[src/design/drt_pkg.sv]
`timescale 1ns / 1ps
// ----------------------------------------------------------------------------
// Difficulty retarget package
// Widths, register indexes, reset values, the divider request word and the
// sequencer states shared by the retarget block and its serial units.
// ----------------------------------------------------------------------------
package drt_pkg;

    // Field widths.
    localparam int TIME_W   = 40;
    localparam int TARGET_W = 64;
    localparam int IDEAL_W  = 16;
    localparam int TEMPER_W = 8;
    localparam int COUNT_W  = 6;
    localparam int CFG_IDX_W = 2;

    // Fixed-point span arithmetic: 8 fractional bits.
    localparam int FRAC_W  = 8;
    localparam int SPAN_W  = 32;               // ideal span, bounds and goal
    localparam int DIFF_W  = TIME_W + 1;       // signed timestamp difference
    localparam int DEV_W   = DIFF_W + FRAC_W + 1; // signed span deviation
    localparam int GOAL_W  = DEV_W + 2;        // signed unclamped goal
    localparam int P100_W  = SPAN_W + 7;       // ideal span times 100
    localparam int PROD_W  = TARGET_W + SPAN_W; // target times goal

    // Serial unit step counters.
    localparam int DIV_CNT_W = 7;
    localparam int MUL_CNT_W = 6;

    // Clamp ratio constants.
    localparam int SCALE_NUM = 100;
    localparam int LO_DEN    = 116;
    localparam int HI_DEN    = 68;

    // Block counter saturates here.
    localparam logic [COUNT_W-1:0] COUNT_MAX = '1;

    // Configuration register indexes.
    localparam logic [CFG_IDX_W-1:0] REG_IDEAL   = 2'd0;
    localparam logic [CFG_IDX_W-1:0] REG_TEMPER  = 2'd1;
    localparam logic [CFG_IDX_W-1:0] REG_INITIAL = 2'd2;

    // Configuration reset values.
    localparam logic [IDEAL_W-1:0]  IDEAL_RESET   = 16'd75;
    localparam logic [TEMPER_W-1:0] TEMPER_RESET  = 8'd32;
    localparam logic [TARGET_W-1:0] INITIAL_RESET = 64'h0001_0000_0000_0000;

    // Request to the serial divider.
    typedef struct packed {
        logic                 start;
        logic [DIV_CNT_W-1:0] steps;
    } div_req_t;

    // Retarget sequencer states.
    typedef enum logic [3:0] {
        ST_IDLE,
        ST_SPAN,
        ST_DEV,
        ST_MAG_GO,
        ST_MAG_WAIT,
        ST_LO_GO,
        ST_LO_WAIT,
        ST_HI_GO,
        ST_HI_WAIT,
        ST_GOAL,
        ST_CLAMP,
        ST_MUL_GO,
        ST_MUL_WAIT,
        ST_QUO_GO,
        ST_QUO_WAIT,
        ST_FINISH
    } state_t;

endpackage

[src/design/drt_hist.sv]
`timescale 1ns / 1ps
// ----------------------------------------------------------------------------
// Timestamp history
// Shift line of the last WINDOW+1 block timestamps, newest first, and a
// saturating count of blocks seen.
// ----------------------------------------------------------------------------
module drt_hist #(
    parameter int WINDOW = 17
) (
    input  logic                        clk,
    input  logic                        rst_n,
    input  logic                        push,
    input  logic [drt_pkg::TIME_W-1:0]  now,
    output logic [drt_pkg::TIME_W-1:0]  prev,
    output logic [drt_pkg::TIME_W-1:0]  oldest,
    output logic                        full
);

    localparam int DEPTH = WINDOW + 1;

    logic [drt_pkg::TIME_W-1:0]  times_reg [DEPTH];
    logic [drt_pkg::COUNT_W-1:0] count_reg;
    logic [drt_pkg::COUNT_W-1:0] count_next;

    // Timestamps move one place down on every push.
    always_ff @(posedge clk)
    begin
        if (push)
        begin
            times_reg[0] <= now;
            for (int i = 1; i < DEPTH; i++)
            begin
                times_reg[i] <= times_reg[i-1];
            end
        end
    end

    // Block count stops at its maximum.
    always_comb
    begin
        count_next = count_reg;
        if (push && (count_reg != drt_pkg::COUNT_MAX))
        begin
            count_next = count_reg + 1'b1;
        end
    end

    always_ff @(posedge clk or negedge rst_n)
    begin
        if (!rst_n)
        begin
            count_reg <= '0;
        end
        else
        begin
            count_reg <= count_next;
        end
    end

    assign prev   = times_reg[0];
    assign oldest = times_reg[WINDOW];
    assign full   = (count_reg > drt_pkg::COUNT_W'(WINDOW));

endmodule

[src/design/drt_div.sv]
`timescale 1ns / 1ps
// ----------------------------------------------------------------------------
// Serial divider
// Restoring divider that retires one quotient bit per cycle. The dividend is
// loaded left-aligned and the quotient collects in the low bits.
// ----------------------------------------------------------------------------
module drt_div (
    input  logic                        clk,
    input  logic                        rst_n,
    input  drt_pkg::div_req_t           req,
    input  logic [drt_pkg::PROD_W-1:0]  dividend,
    input  logic [drt_pkg::SPAN_W-1:0]  divisor,
    output logic                        done,
    output logic [drt_pkg::PROD_W-1:0]  quotient
);

    localparam int PW = drt_pkg::PROD_W;
    localparam int SW = drt_pkg::SPAN_W;

    logic [PW-1:0]                 dvd_reg;
    logic [SW-1:0]                 rem_reg;
    logic [drt_pkg::DIV_CNT_W-1:0] cnt_reg;
    logic                          busy_reg;
    logic                          done_reg;

    logic [SW+1:0] trial;
    logic          qbit;
    logic [SW-1:0] rem_step;

    // One trial subtraction of the divisor from the shifted remainder.
    always_comb
    begin
        trial    = {1'b0, rem_reg, dvd_reg[PW-1]} - {2'b00, divisor};
        qbit     = ~trial[SW+1];
        rem_step = qbit ? trial[SW-1:0] : {rem_reg[SW-2:0], dvd_reg[PW-1]};
    end

    // Payload shift registers.
    always_ff @(posedge clk)
    begin
        if (req.start)
        begin
            dvd_reg <= dividend;
            rem_reg <= '0;
        end
        else if (busy_reg)
        begin
            dvd_reg <= {dvd_reg[PW-2:0], qbit};
            rem_reg <= rem_step;
        end
    end

    // Step counter and completion pulse.
    always_ff @(posedge clk or negedge rst_n)
    begin
        if (!rst_n)
        begin
            cnt_reg  <= '0;
            busy_reg <= 1'b0;
            done_reg <= 1'b0;
        end
        else
        begin
            done_reg <= busy_reg && (cnt_reg == drt_pkg::DIV_CNT_W'(1));
            if (req.start)
            begin
                cnt_reg  <= req.steps;
                busy_reg <= 1'b1;
            end
            else if (busy_reg)
            begin
                cnt_reg  <= cnt_reg - 1'b1;
                busy_reg <= (cnt_reg != drt_pkg::DIV_CNT_W'(1));
            end
        end
    end

    assign done     = done_reg;
    assign quotient = dvd_reg;

    // A new division is only started once the previous one has finished.
    a_start_idle: assert property (@(posedge clk) disable iff (!rst_n)
        req.start |-> !busy_reg)
        else $error("divider started while busy");

    // The partial remainder stays below the divisor throughout.
    a_rem_bound: assert property (@(posedge clk) disable iff (!rst_n)
        busy_reg |-> (rem_reg < divisor))
        else $error("divider remainder out of range");

    // The last step is followed by exactly one done pulse.
    a_done_after_last: assert property (@(posedge clk) disable iff (!rst_n)
        (busy_reg && (cnt_reg == drt_pkg::DIV_CNT_W'(1)) && !req.start)
        |=> (done_reg && !busy_reg))
        else $error("divider done pulse missing");

endmodule

[src/design/drt_mul.sv]
`timescale 1ns / 1ps
// ----------------------------------------------------------------------------
// Serial multiplier
// Shift-and-add multiplier that consumes one multiplier bit per cycle, low
// bit first, giving the full 96-bit product of target and goal span.
// ----------------------------------------------------------------------------
module drt_mul (
    input  logic                          clk,
    input  logic                          rst_n,
    input  logic                          start,
    input  logic [drt_pkg::TARGET_W-1:0]  multiplicand,
    input  logic [drt_pkg::SPAN_W-1:0]    multiplier,
    output logic                          done,
    output logic [drt_pkg::PROD_W-1:0]    product
);

    localparam int TW = drt_pkg::TARGET_W;
    localparam int SW = drt_pkg::SPAN_W;

    logic [TW-1:0]                 hi_reg;
    logic [SW-1:0]                 lo_reg;
    logic [drt_pkg::MUL_CNT_W-1:0] cnt_reg;
    logic                          busy_reg;
    logic                          done_reg;

    logic [TW:0] sum;

    // Add the multiplicand when the current multiplier bit is set.
    always_comb
    begin
        sum = {1'b0, hi_reg};
        if (lo_reg[0])
        begin
            sum = {1'b0, hi_reg} + {1'b0, multiplicand};
        end
    end

    // Partial product shifts right one place per step.
    always_ff @(posedge clk)
    begin
        if (start)
        begin
            hi_reg <= '0;
            lo_reg <= multiplier;
        end
        else if (busy_reg)
        begin
            hi_reg <= sum[TW:1];
            lo_reg <= {sum[0], lo_reg[SW-1:1]};
        end
    end

    // Step counter and completion pulse.
    always_ff @(posedge clk or negedge rst_n)
    begin
        if (!rst_n)
        begin
            cnt_reg  <= '0;
            busy_reg <= 1'b0;
            done_reg <= 1'b0;
        end
        else
        begin
            done_reg <= busy_reg && (cnt_reg == drt_pkg::MUL_CNT_W'(1));
            if (start)
            begin
                cnt_reg  <= drt_pkg::MUL_CNT_W'(SW);
                busy_reg <= 1'b1;
            end
            else if (busy_reg)
            begin
                cnt_reg  <= cnt_reg - 1'b1;
                busy_reg <= (cnt_reg != drt_pkg::MUL_CNT_W'(1));
            end
        end
    end

    assign done    = done_reg;
    assign product = {hi_reg, lo_reg};

    // A new product is only started once the previous one has finished.
    a_start_idle: assert property (@(posedge clk) disable iff (!rst_n)
        start |-> !busy_reg)
        else $error("multiplier started while busy");

    // The multiplicand holds still while the product is being built.
    a_mcand_stable: assert property (@(posedge clk) disable iff (!rst_n)
        (busy_reg && $past(busy_reg)) |-> $stable(multiplicand))
        else $error("multiplicand changed during multiply");

    // Done only follows a running multiply.
    a_done_after_busy: assert property (@(posedge clk) disable iff (!rst_n)
        done_reg |-> ($past(busy_reg) && !busy_reg))
        else $error("multiplier done without a multiply");

endmodule

[src/design/block_difficulty_retarget.sv]
`timescale 1ns / 1ps
// ----------------------------------------------------------------------------
// Block difficulty retarget
// Computes the target for the next block from a window of block timestamps,
// damping the span deviation and clamping the goal span before scaling.
// ----------------------------------------------------------------------------
// Each accepted block timestamp gives exactly one result word. While no more
// than WINDOW blocks have been seen the result is the live initial_target
// register. Once the window is full the target is retargeted with a
// bit-serial divider and a bit-serial multiplier, one bit per cycle: the
// damping divide (50 steps), the two clamp bounds (39 steps each) and the
// final 96-step quotient run one after another through the one shared
// divider, and the target-times-goal multiply (32 steps) runs in the
// multiplier between the bounds and the quotient. The next word is taken the
// cycle after a result is registered, even if that result is still stalled
// at the output. Configuration writes are always taken and must only be made
// while no block is in flight.
module block_difficulty_retarget #(
    parameter int WINDOW = 17
) (
    input  logic                            clk,
    input  logic                            rst_n,
    // Block timestamp channel.
    input  logic                            in_valid,
    output logic                            in_stall,
    input  logic [drt_pkg::TIME_W-1:0]      block_stamp,
    // Result channel.
    output logic                            out_valid,
    input  logic                            out_stall,
    output logic [drt_pkg::TARGET_W-1:0]    next_target,
    output logic                            window_full,
    // Configuration write channel.
    input  logic                            cfg_valid,
    output logic                            cfg_ready,
    input  logic [drt_pkg::CFG_IDX_W-1:0]   cfg_index,
    input  logic [drt_pkg::TARGET_W-1:0]    cfg_data
);

    localparam int TW      = drt_pkg::TARGET_W;
    localparam int SW      = drt_pkg::SPAN_W;
    localparam int PW      = drt_pkg::PROD_W;
    localparam int WPROD_W = SW - drt_pkg::FRAC_W;

    // Configuration registers.
    logic [drt_pkg::IDEAL_W-1:0]  ideal_reg;
    logic [drt_pkg::TEMPER_W-1:0] temper_reg;
    logic [TW-1:0]                initial_reg;

    // Sequencer and result state.
    drt_pkg::state_t state_reg;
    drt_pkg::state_t state_next;
    logic            full_reg;
    logic            out_valid_reg;
    logic            out_full_reg;
    logic [TW-1:0]   current_target_reg;

    // Retarget datapath.
    logic [drt_pkg::TIME_W-1:0] now_reg;
    logic [SW-1:0]              ispan_reg;
    logic [drt_pkg::DIFF_W-1:0] diff_reg;
    logic [drt_pkg::DEV_W-1:0]  dev_reg;
    logic [drt_pkg::P100_W-1:0] p100_reg;
    logic [drt_pkg::DEV_W-1:0]  step_reg;
    logic [SW-1:0]              lo_reg;
    logic [SW-1:0]              hi_reg;
    logic [drt_pkg::GOAL_W-1:0] goal_raw_reg;
    logic [SW-1:0]              goal_reg;

    // Unit connections.
    logic [drt_pkg::TIME_W-1:0] hist_prev;
    logic [drt_pkg::TIME_W-1:0] hist_oldest;
    logic                       hist_full;
    logic                       hist_push;
    drt_pkg::div_req_t          div_req;
    logic [PW-1:0]              div_dividend;
    logic [SW-1:0]              div_divisor;
    logic                       div_done;
    logic [PW-1:0]              div_quo;
    logic                       mul_start;
    logic                       mul_done;
    logic [PW-1:0]              mul_prod;

    // Derived values.
    logic [drt_pkg::IDEAL_W-1:0]  ideal_eff;
    logic [drt_pkg::TEMPER_W-1:0] temper_eff;
    logic [WPROD_W-1:0]           win_prod;
    logic [drt_pkg::DEV_W-1:0]    dev_mag;
    logic [drt_pkg::GOAL_W-1:0]   ispan_ext;
    logic [drt_pkg::GOAL_W-1:0]   step_ext;
    logic [drt_pkg::GOAL_W-1:0]   lo_ext;
    logic [drt_pkg::GOAL_W-1:0]   hi_ext;
    logic [TW-1:0]                sat_target;
    logic                         in_accept;
    logic                         out_free;
    logic                         finish_go;

    // ------------------------------------------------------------------------
    // Units
    // ------------------------------------------------------------------------
    drt_hist #(
        .WINDOW (WINDOW)
    ) u_hist (
        .clk    (clk),
        .rst_n  (rst_n),
        .push   (hist_push),
        .now    (now_reg),
        .prev   (hist_prev),
        .oldest (hist_oldest),
        .full   (hist_full)
    );

    drt_div u_div (
        .clk      (clk),
        .rst_n    (rst_n),
        .req      (div_req),
        .dividend (div_dividend),
        .divisor  (div_divisor),
        .done     (div_done),
        .quotient (div_quo)
    );

    drt_mul u_mul (
        .clk          (clk),
        .rst_n        (rst_n),
        .start        (mul_start),
        .multiplicand (current_target_reg),
        .multiplier   (goal_reg),
        .done         (mul_done),
        .product      (mul_prod)
    );

    // ------------------------------------------------------------------------
    // Configuration port
    // ------------------------------------------------------------------------
    assign cfg_ready = 1'b1;

    always_ff @(posedge clk or negedge rst_n)
    begin
        if (!rst_n)
        begin
            ideal_reg   <= drt_pkg::IDEAL_RESET;
            temper_reg  <= drt_pkg::TEMPER_RESET;
            initial_reg <= drt_pkg::INITIAL_RESET;
        end
        else if (cfg_valid && cfg_ready)
        begin
            unique case (cfg_index)
                drt_pkg::REG_IDEAL:   ideal_reg   <= cfg_data[drt_pkg::IDEAL_W-1:0];
                drt_pkg::REG_TEMPER:  temper_reg  <= cfg_data[drt_pkg::TEMPER_W-1:0];
                drt_pkg::REG_INITIAL: initial_reg <= cfg_data;
                default:              ;
            endcase
        end
    end

    // A zero ideal time or damping divisor counts as one.
    assign ideal_eff  = (ideal_reg == '0) ? drt_pkg::IDEAL_W'(1) : ideal_reg;
    assign temper_eff = (temper_reg == '0) ? drt_pkg::TEMPER_W'(1) : temper_reg;

    // ------------------------------------------------------------------------
    // Handshakes
    // ------------------------------------------------------------------------
    assign in_accept = in_valid && !in_stall;
    assign out_free  = !out_valid_reg || !out_stall;
    assign finish_go = (state_reg == drt_pkg::ST_FINISH) && out_free;
    assign hist_push = finish_go;

    // ------------------------------------------------------------------------
    // Sequencer next state
    // ------------------------------------------------------------------------
    always_comb
    begin
        state_next = state_reg;
        unique case (state_reg)
            drt_pkg::ST_IDLE:
            begin
                if (in_valid)
                begin
                    state_next = hist_full ? drt_pkg::ST_SPAN : drt_pkg::ST_FINISH;
                end
            end
            drt_pkg::ST_SPAN:     state_next = drt_pkg::ST_DEV;
            drt_pkg::ST_DEV:      state_next = drt_pkg::ST_MAG_GO;
            drt_pkg::ST_MAG_GO:   state_next = drt_pkg::ST_MAG_WAIT;
            drt_pkg::ST_MAG_WAIT:
            begin
                if (div_done)
                begin
                    state_next = drt_pkg::ST_LO_GO;
                end
            end
            drt_pkg::ST_LO_GO:    state_next = drt_pkg::ST_LO_WAIT;
            drt_pkg::ST_LO_WAIT:
            begin
                if (div_done)
                begin
                    state_next = drt_pkg::ST_HI_GO;
                end
            end
            drt_pkg::ST_HI_GO:    state_next = drt_pkg::ST_HI_WAIT;
            drt_pkg::ST_HI_WAIT:
            begin
                if (div_done)
                begin
                    state_next = drt_pkg::ST_GOAL;
                end
            end
            drt_pkg::ST_GOAL:     state_next = drt_pkg::ST_CLAMP;
            drt_pkg::ST_CLAMP:    state_next = drt_pkg::ST_MUL_GO;
            drt_pkg::ST_MUL_GO:   state_next = drt_pkg::ST_MUL_WAIT;
            drt_pkg::ST_MUL_WAIT:
            begin
                if (mul_done)
                begin
                    state_next = drt_pkg::ST_QUO_GO;
                end
            end
            drt_pkg::ST_QUO_GO:   state_next = drt_pkg::ST_QUO_WAIT;
            drt_pkg::ST_QUO_WAIT:
            begin
                if (div_done)
                begin
                    state_next = drt_pkg::ST_FINISH;
                end
            end
            drt_pkg::ST_FINISH:
            begin
                if (out_free)
                begin
                    state_next = drt_pkg::ST_IDLE;
                end
            end
            default:              state_next = drt_pkg::ST_IDLE;
        endcase
    end

    // ------------------------------------------------------------------------
    // Sequencer outputs: input stall and unit operands
    // ------------------------------------------------------------------------
    assign dev_mag = dev_reg[drt_pkg::DEV_W-1] ? (~dev_reg + 1'b1) : dev_reg;

    always_comb
    begin
        in_stall      = 1'b1;
        div_req.start = 1'b0;
        div_req.steps = drt_pkg::DIV_CNT_W'(PW);
        div_dividend  = mul_prod;
        div_divisor   = ispan_reg;
        mul_start     = 1'b0;
        unique case (state_reg)
            drt_pkg::ST_IDLE:
            begin
                in_stall = 1'b0;
            end
            drt_pkg::ST_MAG_GO, drt_pkg::ST_MAG_WAIT:
            begin
                div_req.start = (state_reg == drt_pkg::ST_MAG_GO);
                div_req.steps = drt_pkg::DIV_CNT_W'(drt_pkg::DEV_W);
                div_dividend  = {dev_mag, {(PW - drt_pkg::DEV_W){1'b0}}};
                div_divisor   = {{(SW - drt_pkg::TEMPER_W){1'b0}}, temper_eff};
            end
            drt_pkg::ST_LO_GO, drt_pkg::ST_LO_WAIT:
            begin
                div_req.start = (state_reg == drt_pkg::ST_LO_GO);
                div_req.steps = drt_pkg::DIV_CNT_W'(drt_pkg::P100_W);
                div_dividend  = {p100_reg, {(PW - drt_pkg::P100_W){1'b0}}};
                div_divisor   = SW'(drt_pkg::LO_DEN);
            end
            drt_pkg::ST_HI_GO, drt_pkg::ST_HI_WAIT:
            begin
                div_req.start = (state_reg == drt_pkg::ST_HI_GO);
                div_req.steps = drt_pkg::DIV_CNT_W'(drt_pkg::P100_W);
                div_dividend  = {p100_reg, {(PW - drt_pkg::P100_W){1'b0}}};
                div_divisor   = SW'(drt_pkg::HI_DEN);
            end
            drt_pkg::ST_MUL_GO:
            begin
                mul_start = 1'b1;
            end
            drt_pkg::ST_QUO_GO:
            begin
                div_req.start = 1'b1;
            end
            default:
            begin
                in_stall = 1'b1;
            end
        endcase
    end

    always_ff @(posedge clk or negedge rst_n)
    begin
        if (!rst_n)
        begin
            state_reg <= drt_pkg::ST_IDLE;
        end
        else
        begin
            state_reg <= state_next;
        end
    end

    // ------------------------------------------------------------------------
    // Span, deviation and goal datapath
    // ------------------------------------------------------------------------
    assign win_prod  = WPROD_W'(ideal_eff) * WPROD_W'(WINDOW);
    assign ispan_ext = {{(drt_pkg::GOAL_W - SW){1'b0}}, ispan_reg};
    assign step_ext  = {{(drt_pkg::GOAL_W - drt_pkg::DEV_W){1'b0}}, step_reg};
    assign lo_ext    = {{(drt_pkg::GOAL_W - SW){1'b0}}, lo_reg};
    assign hi_ext    = {{(drt_pkg::GOAL_W - SW){1'b0}}, hi_reg};

    always_ff @(posedge clk)
    begin
        if (in_accept)
        begin
            now_reg  <= block_stamp;
            full_reg <= hist_full;
        end

        // Ideal span and actual span between the previous and oldest block.
        if (state_reg == drt_pkg::ST_SPAN)
        begin
            ispan_reg <= {win_prod, {drt_pkg::FRAC_W{1'b0}}};
            diff_reg  <= {1'b0, hist_prev} - {1'b0, hist_oldest};
        end

        // Deviation from the ideal span, and the ideal span scaled for bounds.
        if (state_reg == drt_pkg::ST_DEV)
        begin
            dev_reg  <= {diff_reg[drt_pkg::DIFF_W-1], diff_reg, {drt_pkg::FRAC_W{1'b0}}}
                        - {{(drt_pkg::DEV_W - SW){1'b0}}, ispan_reg};
            p100_reg <= drt_pkg::P100_W'(ispan_reg) * drt_pkg::P100_W'(drt_pkg::SCALE_NUM);
        end

        // Capture the serial divider results.
        if ((state_reg == drt_pkg::ST_MAG_WAIT) && div_done)
        begin
            step_reg <= div_quo[drt_pkg::DEV_W-1:0];
        end
        if ((state_reg == drt_pkg::ST_LO_WAIT) && div_done)
        begin
            lo_reg <= div_quo[SW-1:0];
        end
        if ((state_reg == drt_pkg::ST_HI_WAIT) && div_done)
        begin
            hi_reg <= div_quo[SW-1:0];
        end

        // Damped goal span, signed, before clamping.
        if (state_reg == drt_pkg::ST_GOAL)
        begin
            if (dev_reg[drt_pkg::DEV_W-1])
            begin
                goal_raw_reg <= ispan_ext - step_ext;
            end
            else
            begin
                goal_raw_reg <= ispan_ext + step_ext;
            end
        end

        // Clamp the goal between the two bounds.
        if (state_reg == drt_pkg::ST_CLAMP)
        begin
            if ($signed(goal_raw_reg) < $signed(lo_ext))
            begin
                goal_reg <= lo_reg;
            end
            else if ($signed(goal_raw_reg) > $signed(hi_ext))
            begin
                goal_reg <= hi_reg;
            end
            else
            begin
                goal_reg <= goal_raw_reg[SW-1:0];
            end
        end
    end

    // ------------------------------------------------------------------------
    // Result: saturate the quotient, never let the target reach zero
    // ------------------------------------------------------------------------
    always_comb
    begin
        if (div_quo[PW-1:TW] != '0)
        begin
            sat_target = '1;
        end
        else if (div_quo[TW-1:0] == '0)
        begin
            sat_target = TW'(1);
        end
        else
        begin
            sat_target = div_quo[TW-1:0];
        end
    end

    // The current target doubles as the output word register.
    always_ff @(posedge clk or negedge rst_n)
    begin
        if (!rst_n)
        begin
            out_valid_reg      <= 1'b0;
            out_full_reg       <= 1'b0;
            current_target_reg <= drt_pkg::INITIAL_RESET;
        end
        else if (finish_go)
        begin
            out_valid_reg      <= 1'b1;
            out_full_reg       <= full_reg;
            current_target_reg <= full_reg ? sat_target : initial_reg;
        end
        else if (!out_stall)
        begin
            out_valid_reg <= 1'b0;
        end
    end

    assign out_valid   = out_valid_reg;
    assign next_target = current_target_reg;
    assign window_full = out_full_reg;

    // ------------------------------------------------------------------------
    // Assertions
    // ------------------------------------------------------------------------

    // The window state seen at acceptance holds until the history is pushed.
    a_full_consistent: assert property (@(posedge clk) disable iff (!rst_n)
        (state_reg != drt_pkg::ST_IDLE) |-> (full_reg == hist_full))
        else $error("window state changed while a block is in flight");

    // The clamped goal lies between the bounds before it is multiplied.
    a_goal_clamped: assert property (@(posedge clk) disable iff (!rst_n)
        (state_reg == drt_pkg::ST_MUL_GO) |-> ((goal_reg >= lo_reg) && (goal_reg <= hi_reg)))
        else $error("goal span outside clamp bounds");

    // A retargeted result is never zero.
    a_target_nonzero: assert property (@(posedge clk) disable iff (!rst_n)
        (out_valid_reg && out_full_reg) |-> (current_target_reg != '0))
        else $error("retargeted value is zero");

    // A new result word only appears out of the finish state.
    a_result_source: assert property (@(posedge clk) disable iff (!rst_n)
        $rose(out_valid_reg) |-> ($past(state_reg) == drt_pkg::ST_FINISH))
        else $error("result word raised outside finish");

endmodule
[config.mk]
export PLATFORM = sky130hd
export DESIGN_NAME = block_difficulty_retarget
export DESIGN_NICKNAME = d
export VERILOG_FILES = /design/src/design/drt_pkg.sv /design/src/design/drt_hist.sv /design/src/design/drt_div.sv /design/src/design/drt_mul.sv /design/src/design/block_difficulty_retarget.sv
export SDC_FILE = /design/constraint.sdc
export NUM_CORES = 2
export LEC_CHECK = 0
export BUFFER_PORTS_ARGS = -buffer_cell sky130_fd_sc_hd__buf_4
export CORE_UTILIZATION = 26
export CTS_BUF_LIST = sky130_fd_sc_hd__clkbuf_8
export CTS_CLUSTER_DIAMETER = 200
export DETAILED_ROUTE_END_ITERATION = 16
export HOLD_SLACK_MARGIN = 0.12
export PLACE_DENSITY = 0.48
export SLEW_MARGIN = 10
export SYNTH_ARGS = -nofsm -noshare
export SYNTH_HDL_FRONTEND = slang
export SYNTH_SLANG_ARGS = --single-unit
export TNS_END_PERCENT = 5
[constraint.sdc]
create_clock -name clk -period 27.1 [get_ports clk]
set_input_delay 0 -clock clk [delete_from_list [all_inputs] [get_ports clk]]
set_output_delay 0 -clock clk [all_outputs]
set_load 0.02 [all_outputs]
# After elaboration in Yosys (flattened, before gate mapping)

Memories as Yosys holds them, arrays and structs flattened.
Cells that the tools add are included.

Flip-flop bits (word level): 785
Bits in writable memories: 720
Input bits: 111
Output and inout bits: 68
Word-level logic and storage cells: 146
Memories: 1

Memories:

| name             | depth | bits a word | rd ports | clocked after memory_dff | wr ports | RTL line       | RTL |
|---|---|---|---|---|---|---|---|
| u_hist.times_reg | 18    | 40          | 18       | 0                        | 18       | drt_hist.sv:21 | `logic [drt_pkg::TIME_W-1:0] times_reg [DEPTH];` |

$add $sub $neg: 10
Multipliers: 2
$lt $le $gt $ge: 3
Eq/ne operators: 30
Muxes and demuxes: 42
Bitwise gates (word level): 2
Reduce and logical (&&, ||, !) cells: 27

Operators by type and width:

| kind                                               | count |
|---|---|
| two-way mux 64 bit                                 | 3 |
| two-way mux 96 bit                                 | 2 |
| case mux 96 bit (2 select lines)                   | 1 |
| two-way mux 32 bit                                 | 5 |
| case mux 29 bit (3 select lines)                   | 1 |
| adder 64 x 64 -> 65 bit                            | 1 |
| two-way mux 65 bit                                 | 1 |
| logical NOT 64 bit                                 | 1 |
| case mux 4 bit (16 select lines)                   | 1 |
| greater-than comparator 52 x 33 -> 1 bit           | 1 |
| < comparator 52 x 33 -> 1 bit                      | 1 |
| two-way mux 52 bit                                 | 1 |
| adder 29 x 50 -> 51 bit                            | 1 |
| subtractor 29 x 50 -> 51 bit                       | 1 |
| adder 50 x 1 -> 50 bit, second input constant      | 1 |
| two-way mux 50 bit                                 | 1 |
| NOT 50 bit                                         | 1 |
| subtractor 49 x 30 -> 50 bit                       | 1 |
| subtractor 40 x 40 -> 41 bit                       | 1 |
| subtractor 33 x 29 -> 34 bit                       | 1 |
| equality test 4 bit, second input constant         | 8 |
| two-way mux 4 bit                                  | 8 |
| nonzero test 32 bit                                | 1 |
| multiplier 21 x 5 -> 26 bit, second input constant | 1 |
| 37 further kinds                                   | 71 |

# Longest topological paths before layout

Word-level depth: 7
Gate-level depth with buffers: 21
Depth with buffers taken out: 19

# By module

A second synthesis with hierarchy kept.

Cell total of the unflattened synthesis: 5,448
Area total of the unflattened synthesis: 69,626.8 µm²

By module, submodules not included:

| module                    | instances | cells each | area an instance (µm²) | sequential area each (µm²) |
|---|---|---|---|---|
| block_difficulty_retarget | 1         | 3,025      | 31,729.2               | 15,043.2 |
| drt_hist                  | 1         | 753        | 21,956.1               | 21,770.9 |
| drt_mul                   | 1         | 941        | 8,059.0                | 2,442.3 |
| drt_div                   | 1         | 729        | 7,882.6                | 3,748.6 |

# Worst setup path after synthesis

No wires, ideal clock.

Path type: reg-to-reg
Start point: register state_reg[0]
End point: register current_target_reg[1], in the netlist next_target[1]
Setup time: 0.242 ns
Arrival: 17.126 ns
Required time: 26.858 ns
Slack: 9.732 ns
Cell stages (with the launch flop): 9
Path buffers: 3
Period minus slack after synthesis: 17.368 ns
Cells stage by stage: dfrtp_1 clkbuf_1 nand4_1 nand2b_1 clkbuf_1 clkbuf_1 inv_1 o221ai_1 o21ai_0

Longest elaborated chain between the ends: 2

Ends and longest elaborated chain:

| element                  | RTL line                         | RTL |
|---|---|---|
| start: declaration       | block_difficulty_retarget.sv:50  | `drt_pkg::state_t state_reg;` |
| start signal: assignment | block_difficulty_retarget.sv:295 | `state_reg <= drt_pkg::ST_IDLE;` |
| start signal: assignment | block_difficulty_retarget.sv:299 | `state_reg <= state_next;` |
| equality test 4 bit      | block_difficulty_retarget.sv:165 | `assign finish_go = (state_reg == drt_pkg::ST_FINISH) && out_free;` |
| logical AND 1 bit        | block_difficulty_retarget.sv:165 |  |
| named net finish_go      | block_difficulty_retarget.sv:95  | `logic finish_go;` |
| end signal: assignment   | block_difficulty_retarget.sv:406 | `current_target_reg <= drt_pkg::INITIAL_RESET;` |
| end signal: assignment   | block_difficulty_retarget.sv:412 | `current_target_reg <= full_reg ? sat_target : initial_reg;` |
| end: declaration         | block_difficulty_retarget.sv:55  | `logic [TW-1:0] current_target_reg;` |

The timed path passes the listed nets, and every way through them passes these cells.
A chain may end at the register's enable or synchronous reset.

# Worst setup path in the final report

Start point: register state_reg[0]
End point: register u_div.rem_reg[18]

Longest elaborated chain between the ends: 5
Elaborated cells between the ends (all ways): 14
Classes of those cells: add/sub (1); eq/ne (7); mux (3); reduce/logical (3)

Ends and longest elaborated chain:

| element                                                    | RTL line                                                           | RTL |
|---|---|---|
| equality test 4 x 3 -> 1 bit, or another cell as far along | block_difficulty_retarget.sv:250, block_difficulty_retarget.sv:271 |  |
| OR reduction 2 bit, on equally long branches               | -                                                                  |  |
| case mux 29 bit (3 select lines)                           | block_difficulty_retarget.sv:250                                   | `unique case (state_reg)` |
| subtractor 33 x 29 -> 34 bit                               | drt_div.sv:33                                                      | `trial = {1'b0, rem_reg, dvd_reg[PW-1]} - {2'b00, divisor};` |
| two-way mux 32 bit                                         | drt_div.sv:35                                                      | `rem_step = qbit ? trial[SW-1:0] : {rem_reg[SW-2:0], dvd_reg[PW-1]};` |
| end signal: assignment                                     | drt_div.sv:49                                                      | `rem_reg <= rem_step;` |
| end: declaration                                           | drt_div.sv:21                                                      | `logic [SW-1:0] rem_reg;` |

Parallel ways exist; a longest one is shown, timed or not.

==> metrics <==
CTS max path bufs=4; via/cell ratio=4.62; ys async rst share=12.1%; clk_skew=0.0859 ns; critical path launch point type=flop; CTS tree=done; cell internal pwr=0.00382 W; shortest period the worst path allows=6.47 ns; setup bufs post-CTS=0; GRT Overall Usage=13.9%; sequential share of the synthesized area=64.0%; clock network power share=38.9%; Inserted Clock Buffers=276; Total Power=0.00507 W; Vias=42800; area growth from synthesis to layout=19.2%; Detail Route Antenna Nets=0; # nets final=6171; largest net degree at the start of global routing=202; drt first pass iters=8; gpl congestion=0.853; Cell Pwr Density=63.4 nW/µm²; VDD IR-drop max=54.4 µV; first-pass GRT wire length=272 mm; Ys Warns=0; Sw Ratio=24.6%; Worst Path Max Fanout=32; Initial DRC Count=2993; most frequent cells after synthesis=edfxtp_1, nand2_1, ha_1, inv_1, o21ai_0; biggest area consumer among synthesized cells=edfxtp_1; period utilization=23.9%; core area=257000 µm²; Post-Synthesis Cells=5114; Fmax=155 MHz; input/output buffers=177; Reg clk slew, reported paths=0.06 ns; grt ovf=0; Max-Cap Viols=0; worst hold-check path type=primary input to flop; Fill cells=25900; switching pwr=0.00125 W; initial antenna violation count=17; count leader, synth=edfxtp_1; Critical Path RT=27.95 ns; Clock Latency Late Sink=1.02 ns; # clock sinks=1494; Critical Path AT=7.33 ns; Worst-Margin Slew=1.31 ns; final hold viol count=0; H-Tree Depth=5; flops & latches, synth=1494; Netlist cell types=84; max reg flops=720; Post-synth EDFFs=1217; Comb power frac=9.4%; Mapped Area=67200 µm²; hold_buf cts=259; vias in the first global route=42900; post-DR wirelength/cell=19.9 µm; share of the synthesized area in the top cell type=54.4%; share of layout cells above drive strength 1=12.2%; Setup Viol. Count Final=0; Die Ht=510 µm; syn nets=5607; IO Count=179; Lkg Pwr=30.8 nW; top_reg_cell synth=edfxtp_1; status=completed; crit path kind=flop to flop; unrepaired setup endpoints after global routing=false; DP HPWL=128 mm; Starting Density=26.2%; DRC Markers=0; Clock Root Buffer=clkbuf_8; Synth Area per Inst=13.1 µm²; cts repair resizes=0; top cells by area, synth=edfxtp_1, ha_1, dfrtp_1; FP Rows=186; Post-Route WL=184 mm; Worst slew margin=11.9%; Reg power frac=51.7%; setup_tns=0 ns; final number of max-transition violations=0; CP endpoint kind=flop; die width=510 µm; Die ar.=260000 µm²
## worst max-delay path: stages, from the launching register on
cell      delay [ns]
dfrtp_1         0.79
nand2_1         0.30
o22ai_1         0.26
nor2b_2         0.17
buf_4           0.37
nor2_1          0.21
buf_4           0.25
nand2_1         0.09
ha_1            0.29
and3_1          0.22
and3_1          0.18
o211ai_1        0.14
a21oi_1         0.15
o311a_1         0.42
a311o_1         0.36
a21oi_1         0.35
o211a_1         0.70
buf_4           0.46
mux2_2          0.38
mux2i_1         0.14
nor2_1          0.06
## layer usage
layer  GRT usage, %  part of all wire (%)  vias to the layer above
met1           18.1                    45                    21100
met4           4.83                   3.2                        0
met2           23.2                    48                      997
met3           2.50                   4.4                      328
li1               -                     -                    20300
met5              0                     0                        -
## logic make-up after synthesis
| family | after synthesis | synth area share (%) |
|---|---|---|
| AO/OA/AOI/OAI | 1262 | 12.1 |
| XOR/XNOR | 281 | 3.66 |
| adder cells (fa/ha/maj) | 382 | 7.36 |
| buffers and inverters | 504 | 2.82 |
| flip-flops | 1494 | 64.0 |
| multiplexers | 195 | 3.08 |
| other | 1 | 0.00558 |
| AND/OR/NAND/NOR | 995 | 7.02 |
## per-stage QoR
stage                     hold WS, ns  instance area (µm²)  utilization (%)  instances  setup WS, ns
after floorplan                -0.296                67200                -       5114          9.73
after global placement        0.00637                72600             28.2       8525         20.79
after detailed placement      0.00624                72600             28.2       8525         20.61
after CTS                       0.126                80000             31.2       9251         20.61
after global routing            0.169                80000             31.2       9253         20.17
final                           0.245                80100             31.2       9258         20.63
## cell type report
type / count / area [µm²] / area share [%]
Timing Repair Buffer: 488 / 4360 / 5.45
Tap cell: 3384 / 4230 / 5.29
Multi-Input combinational cell: 3116 / 22400 / 28.0
Antenna cell: 7 / 17.5 / 0.0219
Clock buffer: 293 / 4030 / 5.04
Sequential cell: 1494 / 43000 / 53.7
Inverter: 302 / 1150 / 1.43
Clock inverter: 174 / 843 / 1.05
## power groups by stage
stage / clock network (W) / logic [W] / registers, W
final: 0.00197 / 0.000475 / 0.00262
after global routing: 0.00215 / 0.000531 / 0.00263
after CTS: 0.00205 / 0.000474 / 0.00263
after detailed placement: 0 / 0.000433 / 0.00267
after global placement: 0 / 0.000431 / 0.00267
after floorplan: 0 / 0.000345 / 0.00262
## layout by cell type, fill, tap and decap left out, types with 102 or more instances in the layout
master,netlist,routed
nor2_1,242,236
inv_1,302,399
dlygate4sd3_1,0,258
ha_1,360,360
xnor2_1,169,169
xor2_1,112,112
a21o_1,119,119
edfxtp_1,1217,1217
dfrtp_1,174,172
buf_4,1,226
clkbuf_8,0,294
a21oi_1,298,297
nand2_1,361,360
mux2i_1,102,102
o21ai_0,302,302
## worst paths after layout
check	cells past startpoint	startpoint	slack (ns)	endpoint
worst min register to register	0	u_hist.times_reg[8][28]$_DFFE_PP_	0.39	u_hist.times_reg[9][28]$_DFFE_PP_
min in group asynchronous	5	rst_n	0.68	next_target[55]$_DFFE_PN0P_
worst max-delay path	20	state_reg[0]$_DFFE_PN0P_	20.63	u_div.rem_reg[18]$_SDFFE_PP0P_
max in group asynchronous	6	rst_n	24.67	u_div.busy_reg$_DFF_PN0_
worst min-delay path	3	block_stamp[2]	0.25	now_reg[2]$_DFFE_PP_
worst max register to register	20	state_reg[0]$_DFFE_PN0P_	20.63	u_div.rem_reg[18]$_SDFFE_PP0P_
(Power assumes the default switching activity.)
